### src/three_level_feedback_scheduler_assert.svh
// ============================================================================
// Assertion macros for the three-level feedback scheduler
// Shorthand for clocked concurrent assertions, disabled while in reset.
// ============================================================================
`ifndef THREE_LEVEL_FEEDBACK_SCHEDULER_ASSERT_SVH
`define THREE_LEVEL_FEEDBACK_SCHEDULER_ASSERT_SVH

// Consequent must hold in the same cycle as the antecedent.
`define TLFS_ASSERT_SAME(lbl, ante, cons, msg) \
    lbl: assert property (@(posedge i_clk) disable iff (!i_rst_n) (ante) |-> (cons)) \
        else $error(msg);

// Consequent must hold in the cycle after the antecedent.
`define TLFS_ASSERT_NEXT(lbl, ante, cons, msg) \
    lbl: assert property (@(posedge i_clk) disable iff (!i_rst_n) (ante) |=> (cons)) \
        else $error(msg);

`endif

### src/tlfs_pkg.sv
// ============================================================================
// tlfs_pkg
// Types, sizes, codes and helper functions of the three-level scheduler.
// ============================================================================
package tlfs_pkg;

    localparam int ID_W        = 4;
    localparam int MAX_TASKS   = 1 << ID_W;
    localparam int QUEUE_DEPTH = 16;
    localparam int QPTR_W      = $clog2(QUEUE_DEPTH);
    localparam int QCNT_W      = $clog2(QUEUE_DEPTH + 1);
    localparam int BURST_WIDTH = 16;
    localparam int NUM_LEVELS  = 3;
    localparam int LVL_W       = 2;
    localparam int APB_AW      = 3;
    localparam int APB_DW      = 32;

    localparam logic OP_ARRIVAL = 1'b0;
    localparam logic OP_TICK    = 1'b1;

    localparam logic [1:0] ST_ACCEPTED = 2'd0;
    localparam logic [1:0] ST_REJECTED = 2'd1;
    localparam logic [1:0] ST_RAN      = 2'd2;
    localparam logic [1:0] ST_IDLE     = 2'd3;

    localparam logic REG_QUANTUM0 = 1'b0;
    localparam logic REG_QUANTUM1 = 1'b1;

    typedef struct packed {
        logic                   operation;
        logic [ID_W-1:0]        task_id;
        logic [BURST_WIDTH-1:0] burst_length;
    } t_in_item;

    typedef struct packed {
        logic [1:0]       status;
        logic [ID_W-1:0]  run_id;
        logic [LVL_W-1:0] run_level;
        logic             finished;
        logic             demoted;
    } t_out_item;

    typedef struct packed {
        logic [BURST_WIDTH-1:0] level0;
        logic [BURST_WIDTH-1:0] level1;
    } t_quanta;

    typedef enum logic [1:0] {
        S_IDLE,
        S_RESPOND,
        S_HEAD,
        S_UPDATE
    } t_state;

    function automatic logic [BURST_WIDTH-1:0] eff_quantum(input logic [BURST_WIDTH-1:0] q);
        return (q == '0) ? BURST_WIDTH'(1) : q;
    endfunction

    function automatic logic [QPTR_W-1:0] q_next(input logic [QPTR_W-1:0] ptr);
        return (ptr == QPTR_W'(QUEUE_DEPTH - 1)) ? '0 : QPTR_W'(ptr + 1'b1);
    endfunction

    function automatic logic [QPTR_W-1:0] q_tail(input logic [QPTR_W-1:0] head,
                                                 input logic [QCNT_W-1:0] count);
        logic [QCNT_W:0] sum;
        sum = (QCNT_W+1)'(head) + (QCNT_W+1)'(count);
        if (sum >= (QCNT_W+1)'(QUEUE_DEPTH)) begin
            sum = sum - (QCNT_W+1)'(QUEUE_DEPTH);
        end
        return sum[QPTR_W-1:0];
    endfunction

endpackage

### src/tlfs_apb_regs.sv
// ============================================================================
// tlfs_apb_regs
// Configuration registers holding the level-0 and level-1 time slices.
// ============================================================================
module tlfs_apb_regs
    import tlfs_pkg::*;
(
    input  logic              i_clk,
    input  logic              i_rst_n,
    input  logic              psel,
    input  logic              penable,
    input  logic              pwrite,
    input  logic [APB_AW-1:0] paddr,
    input  logic [APB_DW-1:0] pwdata,
    output logic [APB_DW-1:0] prdata,
    output logic              pready,
    output t_quanta           o_quanta
);

    logic [BURST_WIDTH-1:0] r_quantum0;
    logic [BURST_WIDTH-1:0] r_quantum1;
    logic                   wr_en;

    assign pready = 1'b1;
    assign wr_en  = psel & penable & pwrite;

    always_ff @(posedge i_clk) begin
        if (!i_rst_n) begin
            r_quantum0 <= BURST_WIDTH'(1);
            r_quantum1 <= BURST_WIDTH'(1);
        end else if (wr_en) begin
            unique case (paddr[2])
                REG_QUANTUM0: r_quantum0 <= pwdata[BURST_WIDTH-1:0];
                REG_QUANTUM1: r_quantum1 <= pwdata[BURST_WIDTH-1:0];
                default: ;
            endcase
        end
    end

    always_comb begin
        prdata = '0;
        unique case (paddr[2])
            REG_QUANTUM0: prdata = APB_DW'(r_quantum0);
            REG_QUANTUM1: prdata = APB_DW'(r_quantum1);
            default: prdata = '0;
        endcase
    end

    assign o_quanta.level0 = r_quantum0;
    assign o_quanta.level1 = r_quantum1;

endmodule

### src/three_level_feedback_scheduler.sv
// ============================================================================
// three_level_feedback_scheduler
// Three-level feedback queue scheduler with queue slots and per-task
// counters held in synchronous memories.
// ============================================================================
//  Channel   Signals                              Direction  Content
//  in        i_in_valid, o_in_ready, i_in         input      arrival or tick
//  out       o_out_valid, i_out_ready, o_out      output     one result
//  config    psel, penable, pwrite, paddr, ...    input      quantum registers
//
// An arrival or an idle tick passes through S_RESPOND; a tick that runs a task
// passes through S_HEAD and then S_UPDATE, for the queue memory read followed by the task memory read.
// One item is worked on at a time; the next transfer is taken once the
// result has been placed in the output register.
// A full output register that is not taken holds the engine in its last step.
// Reset empties all levels and clears every active flag.
// ============================================================================
module three_level_feedback_scheduler
    import tlfs_pkg::*;
(
    input  logic              i_clk,
    input  logic              i_rst_n,
    input  logic              i_in_valid,
    output logic              o_in_ready,
    input  t_in_item          i_in,
    output logic              o_out_valid,
    input  logic              i_out_ready,
    output t_out_item         o_out,
    input  logic              psel,
    input  logic              penable,
    input  logic              pwrite,
    input  logic [APB_AW-1:0] paddr,
    input  logic [APB_DW-1:0] pwdata,
    output logic [APB_DW-1:0] prdata,
    output logic              pready
);

    t_quanta                  quanta;
    t_state                   r_state;
    t_state                   n_state;
    t_in_item                 r_item;
    logic [LVL_W-1:0]         r_lv;
    logic [QPTR_W-1:0]        r_head  [NUM_LEVELS];
    logic [QCNT_W-1:0]        r_count [NUM_LEVELS];
    logic [QPTR_W-1:0]        n_head  [NUM_LEVELS];
    logic [QCNT_W-1:0]        n_count [NUM_LEVELS];
    logic [MAX_TASKS-1:0]     r_active;
    logic [MAX_TASKS-1:0]     n_active;
    logic [ID_W-1:0]          r_qmem  [NUM_LEVELS][QUEUE_DEPTH];
    logic [ID_W-1:0]          r_qrd;
    logic [2*BURST_WIDTH-1:0] r_tmem  [MAX_TASKS];
    logic [2*BURST_WIDTH-1:0] r_trd;
    t_out_item                r_out;
    logic                     r_out_valid;

    logic                     accept;
    logic                     slot_free;
    logic [LVL_W-1:0]         sel_lv;
    logic                     sel_empty;
    logic [LVL_W-1:0]         nxt_lv;
    logic [QPTR_W-1:0]        tail0;
    logic [QPTR_W-1:0]        tail_nxt;
    logic [BURST_WIDTH-1:0]   cur_b;
    logic [BURST_WIDTH-1:0]   cur_q;
    logic [BURST_WIDTH-1:0]   b_dec;
    logic [BURST_WIDTH-1:0]   q_dec;
    logic                     arr_reject;

    logic                     emit;
    t_out_item                out_item;
    logic                     q_we;
    logic [LVL_W-1:0]         q_wlv;
    logic [QPTR_W-1:0]        q_widx;
    logic [ID_W-1:0]          q_wdata;
    logic                     t_we;
    logic [ID_W-1:0]          t_waddr;
    logic [2*BURST_WIDTH-1:0] t_wdata;
    logic                     pop_en;
    logic                     push_en;
    logic [LVL_W-1:0]         push_lv;
    logic                     act_set;
    logic                     act_clr;
    logic [ID_W-1:0]          act_id;

    tlfs_apb_regs u_regs (
        .i_clk    (i_clk),
        .i_rst_n  (i_rst_n),
        .psel     (psel),
        .penable  (penable),
        .pwrite   (pwrite),
        .paddr    (paddr),
        .pwdata   (pwdata),
        .prdata   (prdata),
        .pready   (pready),
        .o_quanta (quanta)
    );

    assign accept    = i_in_valid & o_in_ready;
    assign slot_free = !r_out_valid || i_out_ready;

    always_comb begin
        sel_empty = 1'b0;
        if (r_count[0] != '0) begin
            sel_lv = LVL_W'(0);
        end else if (r_count[1] != '0) begin
            sel_lv = LVL_W'(1);
        end else begin
            sel_lv    = LVL_W'(2);
            sel_empty = (r_count[2] == '0);
        end
    end

    assign nxt_lv     = (r_lv == LVL_W'(NUM_LEVELS - 1)) ? r_lv : LVL_W'(r_lv + 1'b1);
    assign tail0      = q_tail(r_head[0], r_count[0]);
    assign tail_nxt   = q_tail(r_head[nxt_lv], r_count[nxt_lv]);
    assign cur_b      = r_trd[2*BURST_WIDTH-1:BURST_WIDTH];
    assign cur_q      = r_trd[BURST_WIDTH-1:0];
    assign b_dec      = (cur_b != '0) ? BURST_WIDTH'(cur_b - 1'b1) : '0;
    assign q_dec      = (cur_q != '0) ? BURST_WIDTH'(cur_q - 1'b1) : '0;
    assign arr_reject = (r_item.burst_length == '0) || r_active[r_item.task_id] ||
                        (r_count[0] >= QCNT_W'(QUEUE_DEPTH));

    always_comb begin
        n_state = r_state;
        unique case (r_state)
            S_IDLE: begin
                if (accept) begin
                    if (i_in.operation == OP_TICK && !sel_empty) begin
                        n_state = S_HEAD;
                    end else begin
                        n_state = S_RESPOND;
                    end
                end
            end
            S_RESPOND: begin
                if (slot_free) begin
                    n_state = S_IDLE;
                end
            end
            S_HEAD: n_state = S_UPDATE;
            S_UPDATE: begin
                if (slot_free) begin
                    n_state = S_IDLE;
                end
            end
            default: n_state = S_IDLE;
        endcase
    end

    always_comb begin
        o_in_ready = 1'b0;
        emit       = 1'b0;
        out_item   = '0;
        q_we       = 1'b0;
        q_wlv      = '0;
        q_widx     = '0;
        q_wdata    = '0;
        t_we       = 1'b0;
        t_waddr    = '0;
        t_wdata    = '0;
        pop_en     = 1'b0;
        push_en    = 1'b0;
        push_lv    = '0;
        act_set    = 1'b0;
        act_clr    = 1'b0;
        act_id     = '0;
        unique case (r_state)
            S_IDLE: o_in_ready = 1'b1;
            S_RESPOND: begin
                if (slot_free) begin
                    emit = 1'b1;
                    if (r_item.operation == OP_TICK) begin
                        out_item.status = ST_IDLE;
                    end else if (arr_reject) begin
                        out_item.status = ST_REJECTED;
                    end else begin
                        out_item.status = ST_ACCEPTED;
                        q_we    = 1'b1;
                        q_wlv   = LVL_W'(0);
                        q_widx  = tail0;
                        q_wdata = r_item.task_id;
                        t_we    = 1'b1;
                        t_waddr = r_item.task_id;
                        t_wdata = {r_item.burst_length, eff_quantum(quanta.level0)};
                        push_en = 1'b1;
                        push_lv = LVL_W'(0);
                        act_set = 1'b1;
                        act_id  = r_item.task_id;
                    end
                end
            end
            S_HEAD: ;
            S_UPDATE: begin
                if (slot_free) begin
                    emit               = 1'b1;
                    out_item.status    = ST_RAN;
                    out_item.run_id    = r_qrd;
                    out_item.run_level = r_lv;
                    t_we               = 1'b1;
                    t_waddr            = r_qrd;
                    t_wdata            = {b_dec, q_dec};
                    if (b_dec == '0) begin
                        out_item.finished = 1'b1;
                        pop_en            = 1'b1;
                        act_clr           = 1'b1;
                        act_id            = r_qrd;
                    end else if (r_lv != LVL_W'(NUM_LEVELS - 1) && q_dec == '0) begin
                        if (r_count[nxt_lv] < QCNT_W'(QUEUE_DEPTH)) begin
                            out_item.demoted = 1'b1;
                            pop_en           = 1'b1;
                            push_en          = 1'b1;
                            push_lv          = nxt_lv;
                            q_we             = 1'b1;
                            q_wlv            = nxt_lv;
                            q_widx           = tail_nxt;
                            q_wdata          = r_qrd;
                            t_wdata = {b_dec, (r_lv == LVL_W'(0)) ?
                                       eff_quantum(quanta.level1) : b_dec};
                        end else begin
                            t_wdata = {b_dec, (r_lv == LVL_W'(0)) ?
                                       eff_quantum(quanta.level0) :
                                       eff_quantum(quanta.level1)};
                        end
                    end
                end
            end
            default: ;
        endcase
    end

    always_comb begin
        for (int l = 0; l < NUM_LEVELS; l++) begin
            n_head[l]  = r_head[l];
            n_count[l] = r_count[l];
            if (pop_en && r_lv == LVL_W'(l)) begin
                n_head[l]  = q_next(r_head[l]);
                n_count[l] = QCNT_W'(r_count[l] - 1'b1);
            end
            if (push_en && push_lv == LVL_W'(l)) begin
                n_count[l] = QCNT_W'(r_count[l] + 1'b1);
            end
        end
        n_active = r_active;
        if (act_set) begin
            n_active[act_id] = 1'b1;
        end
        if (act_clr) begin
            n_active[act_id] = 1'b0;
        end
    end

    always_ff @(posedge i_clk) begin
        if (!i_rst_n) begin
            r_state     <= S_IDLE;
            r_out_valid <= 1'b0;
            r_active    <= '0;
            for (int l = 0; l < NUM_LEVELS; l++) begin
                r_head[l]  <= '0;
                r_count[l] <= '0;
            end
        end else begin
            r_state  <= n_state;
            r_active <= n_active;
            r_head   <= n_head;
            r_count  <= n_count;
            if (emit) begin
                r_out_valid <= 1'b1;
            end else if (i_out_ready) begin
                r_out_valid <= 1'b0;
            end
        end
    end

    always_ff @(posedge i_clk) begin
        if (accept) begin
            r_item <= i_in;
            r_lv   <= sel_lv;
        end
        if (emit) begin
            r_out <= out_item;
        end
    end

    always_ff @(posedge i_clk) begin
        if (q_we) begin
            r_qmem[q_wlv][q_widx] <= q_wdata;
        end
        if (r_state == S_IDLE) begin
            r_qrd <= r_qmem[sel_lv][r_head[sel_lv]];
        end
    end

    always_ff @(posedge i_clk) begin
        if (t_we) begin
            r_tmem[t_waddr] <= t_wdata;
        end
        if (r_state == S_HEAD) begin
            r_trd <= r_tmem[r_qrd];
        end
    end

    assign o_out_valid = r_out_valid;
    assign o_out       = r_out;

    `include "three_level_feedback_scheduler_assert.svh"

    `TLFS_ASSERT_SAME(a_count_matches_active, 1'b1,
        (int'(r_count[0]) + int'(r_count[1]) + int'(r_count[2])) == $countones(r_active),
        "queued task count differs from active task count")

    `TLFS_ASSERT_SAME(a_count_bounded, 1'b1,
        r_count[0] <= QCNT_W'(QUEUE_DEPTH) && r_count[1] <= QCNT_W'(QUEUE_DEPTH) &&
        r_count[2] <= QCNT_W'(QUEUE_DEPTH),
        "level queue count exceeds its depth")

    `TLFS_ASSERT_NEXT(a_accept_leaves_idle, accept, r_state != S_IDLE,
        "engine stayed idle after an input transfer")

    `TLFS_ASSERT_NEXT(a_finish_clears_active, emit && out_item.finished,
        !r_active[$past(r_qrd)],
        "finished task is still marked active")

endmodule

### config.mk
export PLATFORM = sky130hd
export DESIGN_NAME = three_level_feedback_scheduler
export DESIGN_NICKNAME = d
export VERILOG_FILES = /design/src/tlfs_pkg.sv /design/src/tlfs_apb_regs.sv /design/src/three_level_feedback_scheduler.sv
export VERILOG_INCLUDE_DIRS = /design/src /design/src/src
export SDC_FILE = /design/constraint.sdc
export NUM_CORES = 1
export LEC_CHECK = 0
export BUFFER_PORTS_ARGS = -buffer_cell sky130_fd_sc_hd__buf_4
export CAP_MARGIN = 20
export CORE_ASPECT_RATIO = 2
export CORE_MARGIN = 10
export CORE_UTILIZATION = 35
export DETAILED_ROUTE_END_ITERATION = 10
export PLACE_DENSITY_LB_ADDON = 0.1
export SLEW_MARGIN = 20
export SYNTH_ARGS = -nofsm -noshare
export SYNTH_HDL_FRONTEND = slang
export SYNTH_SLANG_ARGS = --single-unit
### constraint.sdc
create_clock -name i_clk -period 5.6 [get_ports i_clk]
set_input_delay 0 -clock i_clk [delete_from_list [all_inputs] [get_ports i_clk]]
set_output_delay 0 -clock i_clk [all_outputs]
set_load 0.005 [all_outputs]
==> flow_metrics.py, run 1 <==
metrics = {
    "logic_synthesis": {
        "ys_ff_latch": 851,
        "synthXorXnorAreaFrac_pct": 0.7902,
        "async_reset_ff_share_pct": 0,
        "ys_types": 70,
        "ys_warn_count": 0,
        "synthSimpleGateAreaFrac_pct": 6.205,
        "synthTopCellsByArea": "edfxtp_1 (65%), mux4_2 (10%), dfxtp_1 (4.4%), nand2_1 (1.6%), mux2i_1 (1.6%)",
        "synth_most_common_cell": "edfxtp_1",
        "synthAdderAreaFrac_pct": 1.164,
        "dominantRegCellSynth": "edfxtp_1",
        "synth_top_area_share_pct": 65.45,
        "synth_compound_area_share_pct": 6.392,
        "synth_mux_area_share_pct": 13.58,
        "synthTopCellsByCount": "edfxtp_1 (773), mux4_2 (165), nand2_1 (150)",
        "yosysSeqAreaShare_pct": 69.85,
        "synth_top_area_cell": "edfxtp_1",
        "synth_area_per_cell_um2": 16.62,
        "synth_top_family_by_area": "multiplexers",
        "synth_edf_count": 773,
        "netlist_area_um2": 35470,
        "syn_inst": 2134,
    },
    "setup_path": {
        "crit_required_ns": 6.21,
        "endpoint_kind": "flip-flop",
        "cp_max_fo": 7,
        "critPathLaunchType": "flip-flop",
        "r2r_slack_ns": 0.89,
        "critPathKind": "reg -> reg",
        "arrival_ns": 5.31,
    },
    "global_route": {
        "antenna_found_initial": 1,
        "grt_first_pass_wirelength_um": 151300,
        "gr-usage-all-layers_pct": 18.16,
        "grt_pass1_vias": 21540,
        "grt_max_degree": 122,
        "grt_busiest_layer": "met2",
        "use_met3_pct": 2.324,
        "overflow": 0,
        "use_met1_pct": 19.59,
        "met2_usage_pct": 34.34,
    },
    "sta": {
        "setup_violations": 0,
        "fin_skew_ns": 0.02807,
        "max_freq_mhz": 212.5,
        "grt_setup_unrepaired": "false",
        "postLayoutSetupSlackWorst_ns": 0.8935,
        "drv_slew": 0,
        "fin_setup_tns_ns": 0,
        "tightest_slew_ns": 1.073,
        "fin_crit_sh_pct": 84.05,
        "hold_violations": 0,
        "period_minus_slack_ns": 4.707,
        "slew_headroom_pct": 28.01,
    },
    "clock_network": {
        "insertion_delay_ns": 0.69,
        "cts_buffers": 79,
        "clkSinkCount": 851,
        "cts_root_buf": "clkbuf_16",
        "cts.htree.levels": 3,
        "cts_buffer_depth": 3,
        "post_cts_buffers": 0,
        "cts.clk_slew.worst_paths_ns": 0.07,
        "cts_tree": "done",
        "cts_resized": 0,
    },
    "final_layout": {
        "fin_cells": 3725,
        "syn2layout_area_growth_pct": 16.62,
        "fin_util_pct": 40.97,
        "regArea_um2": 24770,
        "fin_area_um2": 41360,
        "fill_cells": 9190,
        "final_layout_size_suffix_gt1_share_pct": 23.03,
        "nNetsFinal": 2419,
        "multi_input_area_um2": 10270,
    },
    "placed_design": {
        "dp_slack_ns": 0.8441,
        "port_buffers": 72,
        "postPlaceCellArea_um2": 38220,
        "dp_cells": 3519,
        "gp_congestion": 0.8500,
        "dp_hpwl_um": 68900,
    },
    "pwr": {
        "power.density_nw_per_um2": 393.5,
        "p_leak_nw": 13.35,
        "ir_worst_vdd_mv": 0.3138,
    },
    "die": {
        "rows": 165,
        "die_w_um": 245.1,
        "die_h_um": 470.2,
        "die_area_um2": 115200,
        "initial_utilization_pct": 35.13,
        "ios": 108,
        "coreArea_um2": 101000,
    },
    "detailed_routing": {
        "drc": 0,
        "routed_wl_um": 104600,
        "dr.pass1.iters": 8,
        "drtIter0Drc": 1644,
        "vias_per_cell": 5.451,
        "wire_per_inst_um": 28.08,
        "drtAntennaViolNets": 0,
        "via_count": 20310,
    },
    "run_status": {
        "status": "complete, no violations",
    },
    "worst_hold_path": {
        "min_path_type": "in -> reg",
    },
    "run": {
        "max_cap_violations": 0,
    },
}
==> layout by cell type (no fill, tap or decap), types with 48 or more instances in the layout <==
master,n
mux2i_1,56
mux4_2,165
nor2_1,111
mux2_2,48
dfxtp_1,78
nand2_1,150
clkbuf_16,80
buf_4,152
dlygate4sd3_1,62
edfxtp_1,773
a21oi_1,77
o21ai_0,56
==> registers in the layout, summed over array words and instances, names as in the netlist <==
register           cells
r_tmem               512
r_qmem               192
r_trd                 32
r_item                21
r_active              16
u_regs.r_quantum0     16
u_regs.r_quantum1     16
r_count               15
r_head                12
o_out                 10
r_qrd                  4
r_lv                   2
r_state                2
o_out_valid            1
==> per-layer routing <==
| layer | up-vias | wire length, um |
|---|---|---|
| li1 | 8930 | - |
| met1 | 10700 | 38260 |
| met2 | 505 | 58510 |
| met3 | 171 | 3613 |
| met4 | 0 | 4199 |
| met5 | - | 0 |
==> worst max-delay path, cell delays in order, from the launching register on <==
cell and delay [ns]:
edfxtp_1 0.52, inv_1 0.13, ha_1 0.19, or3b_2 0.55, nor4_1 0.37, xnor2_1 0.19
and3_1 0.25, a21oi_1 0.17, nor4_4 0.46, nand2_1 0.22, fa_1 0.48, a21o_1 0.18
a21oi_1 0.26, nor4_1 0.12, or3b_1 0.39, a21oi_1 0.14
==> cells by family (layout without fill, tap and decap cells) <==
group | after synthesis | count (layout)
xor gates and xnor gates | 32 | 32
DFF | 851 | 851
and+or+nand+nor | 461 | 461
adders and majority gates | 30 | 30
AOI/OAI and AO/OA | 323 | 323
muxes | 269 | 269
buffers and inverters | 166 | 405
other | 2 | 18
==> where the power goes <==
| group | internal (mW) | switching (mW) | total, mW |
|---|---|---|---|
| clock network | 2.87 | 2.48 | 5.35 |
| registers | 7.17 | 0.151 | 7.32 |
| logic | 1.60 | 2.00 | 3.60 |
| total | 11.6 | 4.63 | 16.3 |
==> area by class of cell <==
class | count | share of cell area, %
Antenna cell | 1 | 0.006050
Clock buffer | 98 | 5.052
Clock inverter | 45 | 0.9862
Inverter | 35 | 0.3176
Multi-Input combinational cell | 1132 | 24.82
Sequential cell | 851 | 59.90
Tap cell | 1336 | 4.041
Timing Repair Buffer | 227 | 4.876
==> path summary, 6_finish.rpt <==
kind	to	startpoint	cells after the start
worst max register to register	r_count[9]	r_trd[0]	15
worst max-delay path	r_count[9]	r_trd[0]	15
worst min register to register	u_regs.r_quantum1[2]	u_regs.r_quantum1[2]	2
worst min-delay path	r_item[16]	i_in[16]	2
==> through the flow <==
stage,hold slack (ns),power (mW)
6_report,0.04780,16.28
5_1_grt,0.03827,16.91
4_1_cts,0.003508,16.57
3_5_place_dp,0.1793,11.16
3_3_place_gp,0.1791,11.13
2_1_floorplan,0.09887,9.778
==> repair_timing <==
action                                  CTS  global route
hold buffers                             62             0
endpoints found under the setup margin    0             0
endpoints found under the hold margin    76             0
Power figures use the tool's default switching activity.
==> run 2: changes to the inputs <==
==> constraint.sdc (replaced) <==
create_clock -name i_clk -period 3.9 [get_ports i_clk]
set_input_delay 0 -clock i_clk [delete_from_list [all_inputs] [get_ports i_clk]]
set_output_delay 0 -clock i_clk [all_outputs]
set_load 0.005 [all_outputs]
==> flow_metrics.py, run 2 (synthesis results as in run 1) <==
metrics = {
    "run_status": {
        "status": "complete, no violations",
    },
    "setup_path": {
        "crit_required_ns": 4.26,
        "setup.worst_path.start": "r_lv[0]",
        "critPathLaunchType": "flip-flop",
        "endpoint_kind": "flip-flop",
        "r2r_cells": 12,
        "r2r-start": "r_lv[0]",
        "cp_max_fo": 8,
        "critPathKind": "reg -> reg",
        "arrival_ns": 4.14,
    },
    "sta": {
        "fin_crit_sh_pct": 96.95,
        "setup_violations": 0,
        "hold_violations": 0,
        "fin_setup_tns_ns": 0,
        "max_freq_mhz": 264.5,
        "tightest_slew_ns": 1.097,
        "drv_slew": 0,
        "slew_headroom_pct": 26.39,
        "period_minus_slack_ns": 3.781,
        "fin_skew_ns": 0.03143,
    },
    "pwr": {
        "pwr-share-clk_pct": 32.0,
        "combPwrFrac_pct": 22.9,
        "power_frac_seq_pct": 45.1,
        "p_leak_nw": 14.00,
        "sw_frac_of_total_pct": 28.25,
        "power.density_nw_per_um2": 548.8,
        "p_int_mw": 16.76,
        "ir_worst_vdd_mv": 0.3926,
        "switchingPower_mw": 6.601,
    },
    "final_layout": {
        "final_layout_size_suffix_gt1_share_pct": 27.68,
        "final_common_cell": "edfxtp_1",
        "largest_reg_flops": 512,
        "syn2layout_area_growth_pct": 20.03,
        "top_register": "r_tmem",
        "layout_common_cells": "edfxtp_1 (773), buf_4 (258), mux4_2 (165)",
        "top_regs": "r_tmem: 512 flops, r_qmem: 192 flops, r_trd: 32 flops",
        "antennaDiodeCount": 0,
        "fin_area_um2": 42570,
        "nNetsFinal": 2539,
    },
    "global_route": {
        "grt_pass1_vias": 21990,
        "use_met1_pct": 19.57,
        "grt_first_pass_wirelength_um": 155600,
        "grt_busiest_layer": "met2",
        "overflow": 0,
        "gr-usage-all-layers_pct": 18.68,
        "grt_max_degree": 77,
        "use_met3_pct": 2.733,
        "antenna_found_initial": 2,
        "met2_usage_pct": 35.80,
    },
    "placed_design": {
        "postPlaceCellArea_um2": 39450,
        "dp_hpwl_um": 74680,
        "port_buffers": 72,
        "gp_congestion": 0.8726,
    },
    "clock_network": {
        "cts.clk_slew.worst_paths_ns": 0.07,
        "cts_root_buf": "clkbuf_16",
        "cts_buffers": 80,
        "cts_tree": "done",
        "cts_buffer_depth": 3,
        "insertion_delay_ns": 0.68,
        "clkSinkCount": 851,
        "cts.htree.levels": 3,
    },
    "worst_hold_path": {
        "hold_depth": 2,
        "min_path_type": "in -> reg",
        "hp-start": "i_in[15]",
    },
    "die": {
        "die_area_um2": 115200,
        "initial_utilization_pct": 35.13,
        "ios": 108,
        "die_h_um": 470.2,
        "die_w_um": 245.1,
        "coreArea_um2": 101000,
        "rows": 165,
    },
    "detailed_routing": {
        "vias_per_cell": 5.403,
        "drc": 0,
        "drtAntennaViolNets": 0,
        "via_count": 20790,
        "routed_wl_um": 108100,
        "dr.pass1.iters": 7,
        "drtIter0Drc": 1605,
        "wire_per_inst_um": 28.10,
    },
    "run": {
        "max_cap_violations": 0,
    },
}
run 2: area by class of cell:
class | count | area (um^2)
timing repair buffer | 346 | 3178
tap | 1336 | 1672
fill | 9025 | 58380
multi-input combinational | 1132 | 10370
clock buffer | 98 | 2122
sequential | 851 | 24770
clock inverter | 49 | 324.1
inverter | 35 | 132.6
run 2: final timing paths:
check                                       endpoint  slack [ns]
worst min-delay path                      r_item[15]        0.05
worst max register to register          r_qmem[0][7]        0.12
worst max-delay path                    r_qmem[0][7]        0.12
worst min register to register  u_regs.r_quantum1[7]        0.50
run 2: what timing repair did:
| action | CTS | global route |
|---|---|---|
| hold buffers | 52 | 0 |
| endpoints found under the setup margin | 35 | 126 |
| pin swaps | 2 | 6 |
| resized for setup | 4 | 20 |
| hold endpoints to repair | 78 | 0 |
| setup buffers | 1 | 5 |
run 2: worst max-delay path: stages, from the launching register on:
cell      delay [ns]
edfxtp_1        0.39
inv_1           0.13
ha_1            0.31
buf_4           0.21
buf_4           0.15
mux2i_1         0.11
o21ai_0         0.27
inv_1           0.10
fa_1            0.59
buf_4           0.15
nor2_1          0.04
a21oi_1         0.72
nor2_1          0.27
run 2: layer usage:
| metal | part of all wire (%) | wire (um) |
|---|---|---|
| met1 | 35 | 38060 |
| met2 | 57 | 61170 |
| met3 | 3.8 | 4143 |
| met4 | 4.4 | 4703 |
| met5 | 0.024 | 26 |
run 2: power by group through the flow:
| stage | clock [mW] | combinational (mW) | sequential [mW] |
|---|---|---|---|
| finish | 7.48 | 5.35 | 10.5 |
| floorplan | 0 | 3.47 | 10.6 |
| CTS | 7.71 | 5.52 | 10.5 |
| global placement | 0 | 5.45 | 10.7 |
| detailed placement | 0 | 5.48 | 10.7 |
| global route | 8.05 | 5.69 | 10.5 |
run 2: per-stage QoR:
step | hold WS (ns) | std cells | worst slack [ns] | util, % | total power, mW
2_1_floorplan | 0.09887 | 2149 | -0.3944 | - | 14.04
3_3_place_gp | 0.1780 | 3642 | -0.1192 | 39.07 | 16.18
3_5_place_dp | 0.1795 | 3642 | -0.1688 | 39.07 | 16.21
4_1_cts | 0.002584 | 3842 | 0.006290 | 42.04 | 23.77
5_1_grt | 0.01961 | 3847 | -0.01369 | 42.17 | 24.29
6_report | 0.05120 | 3847 | 0.1188 | 42.17 | 23.36
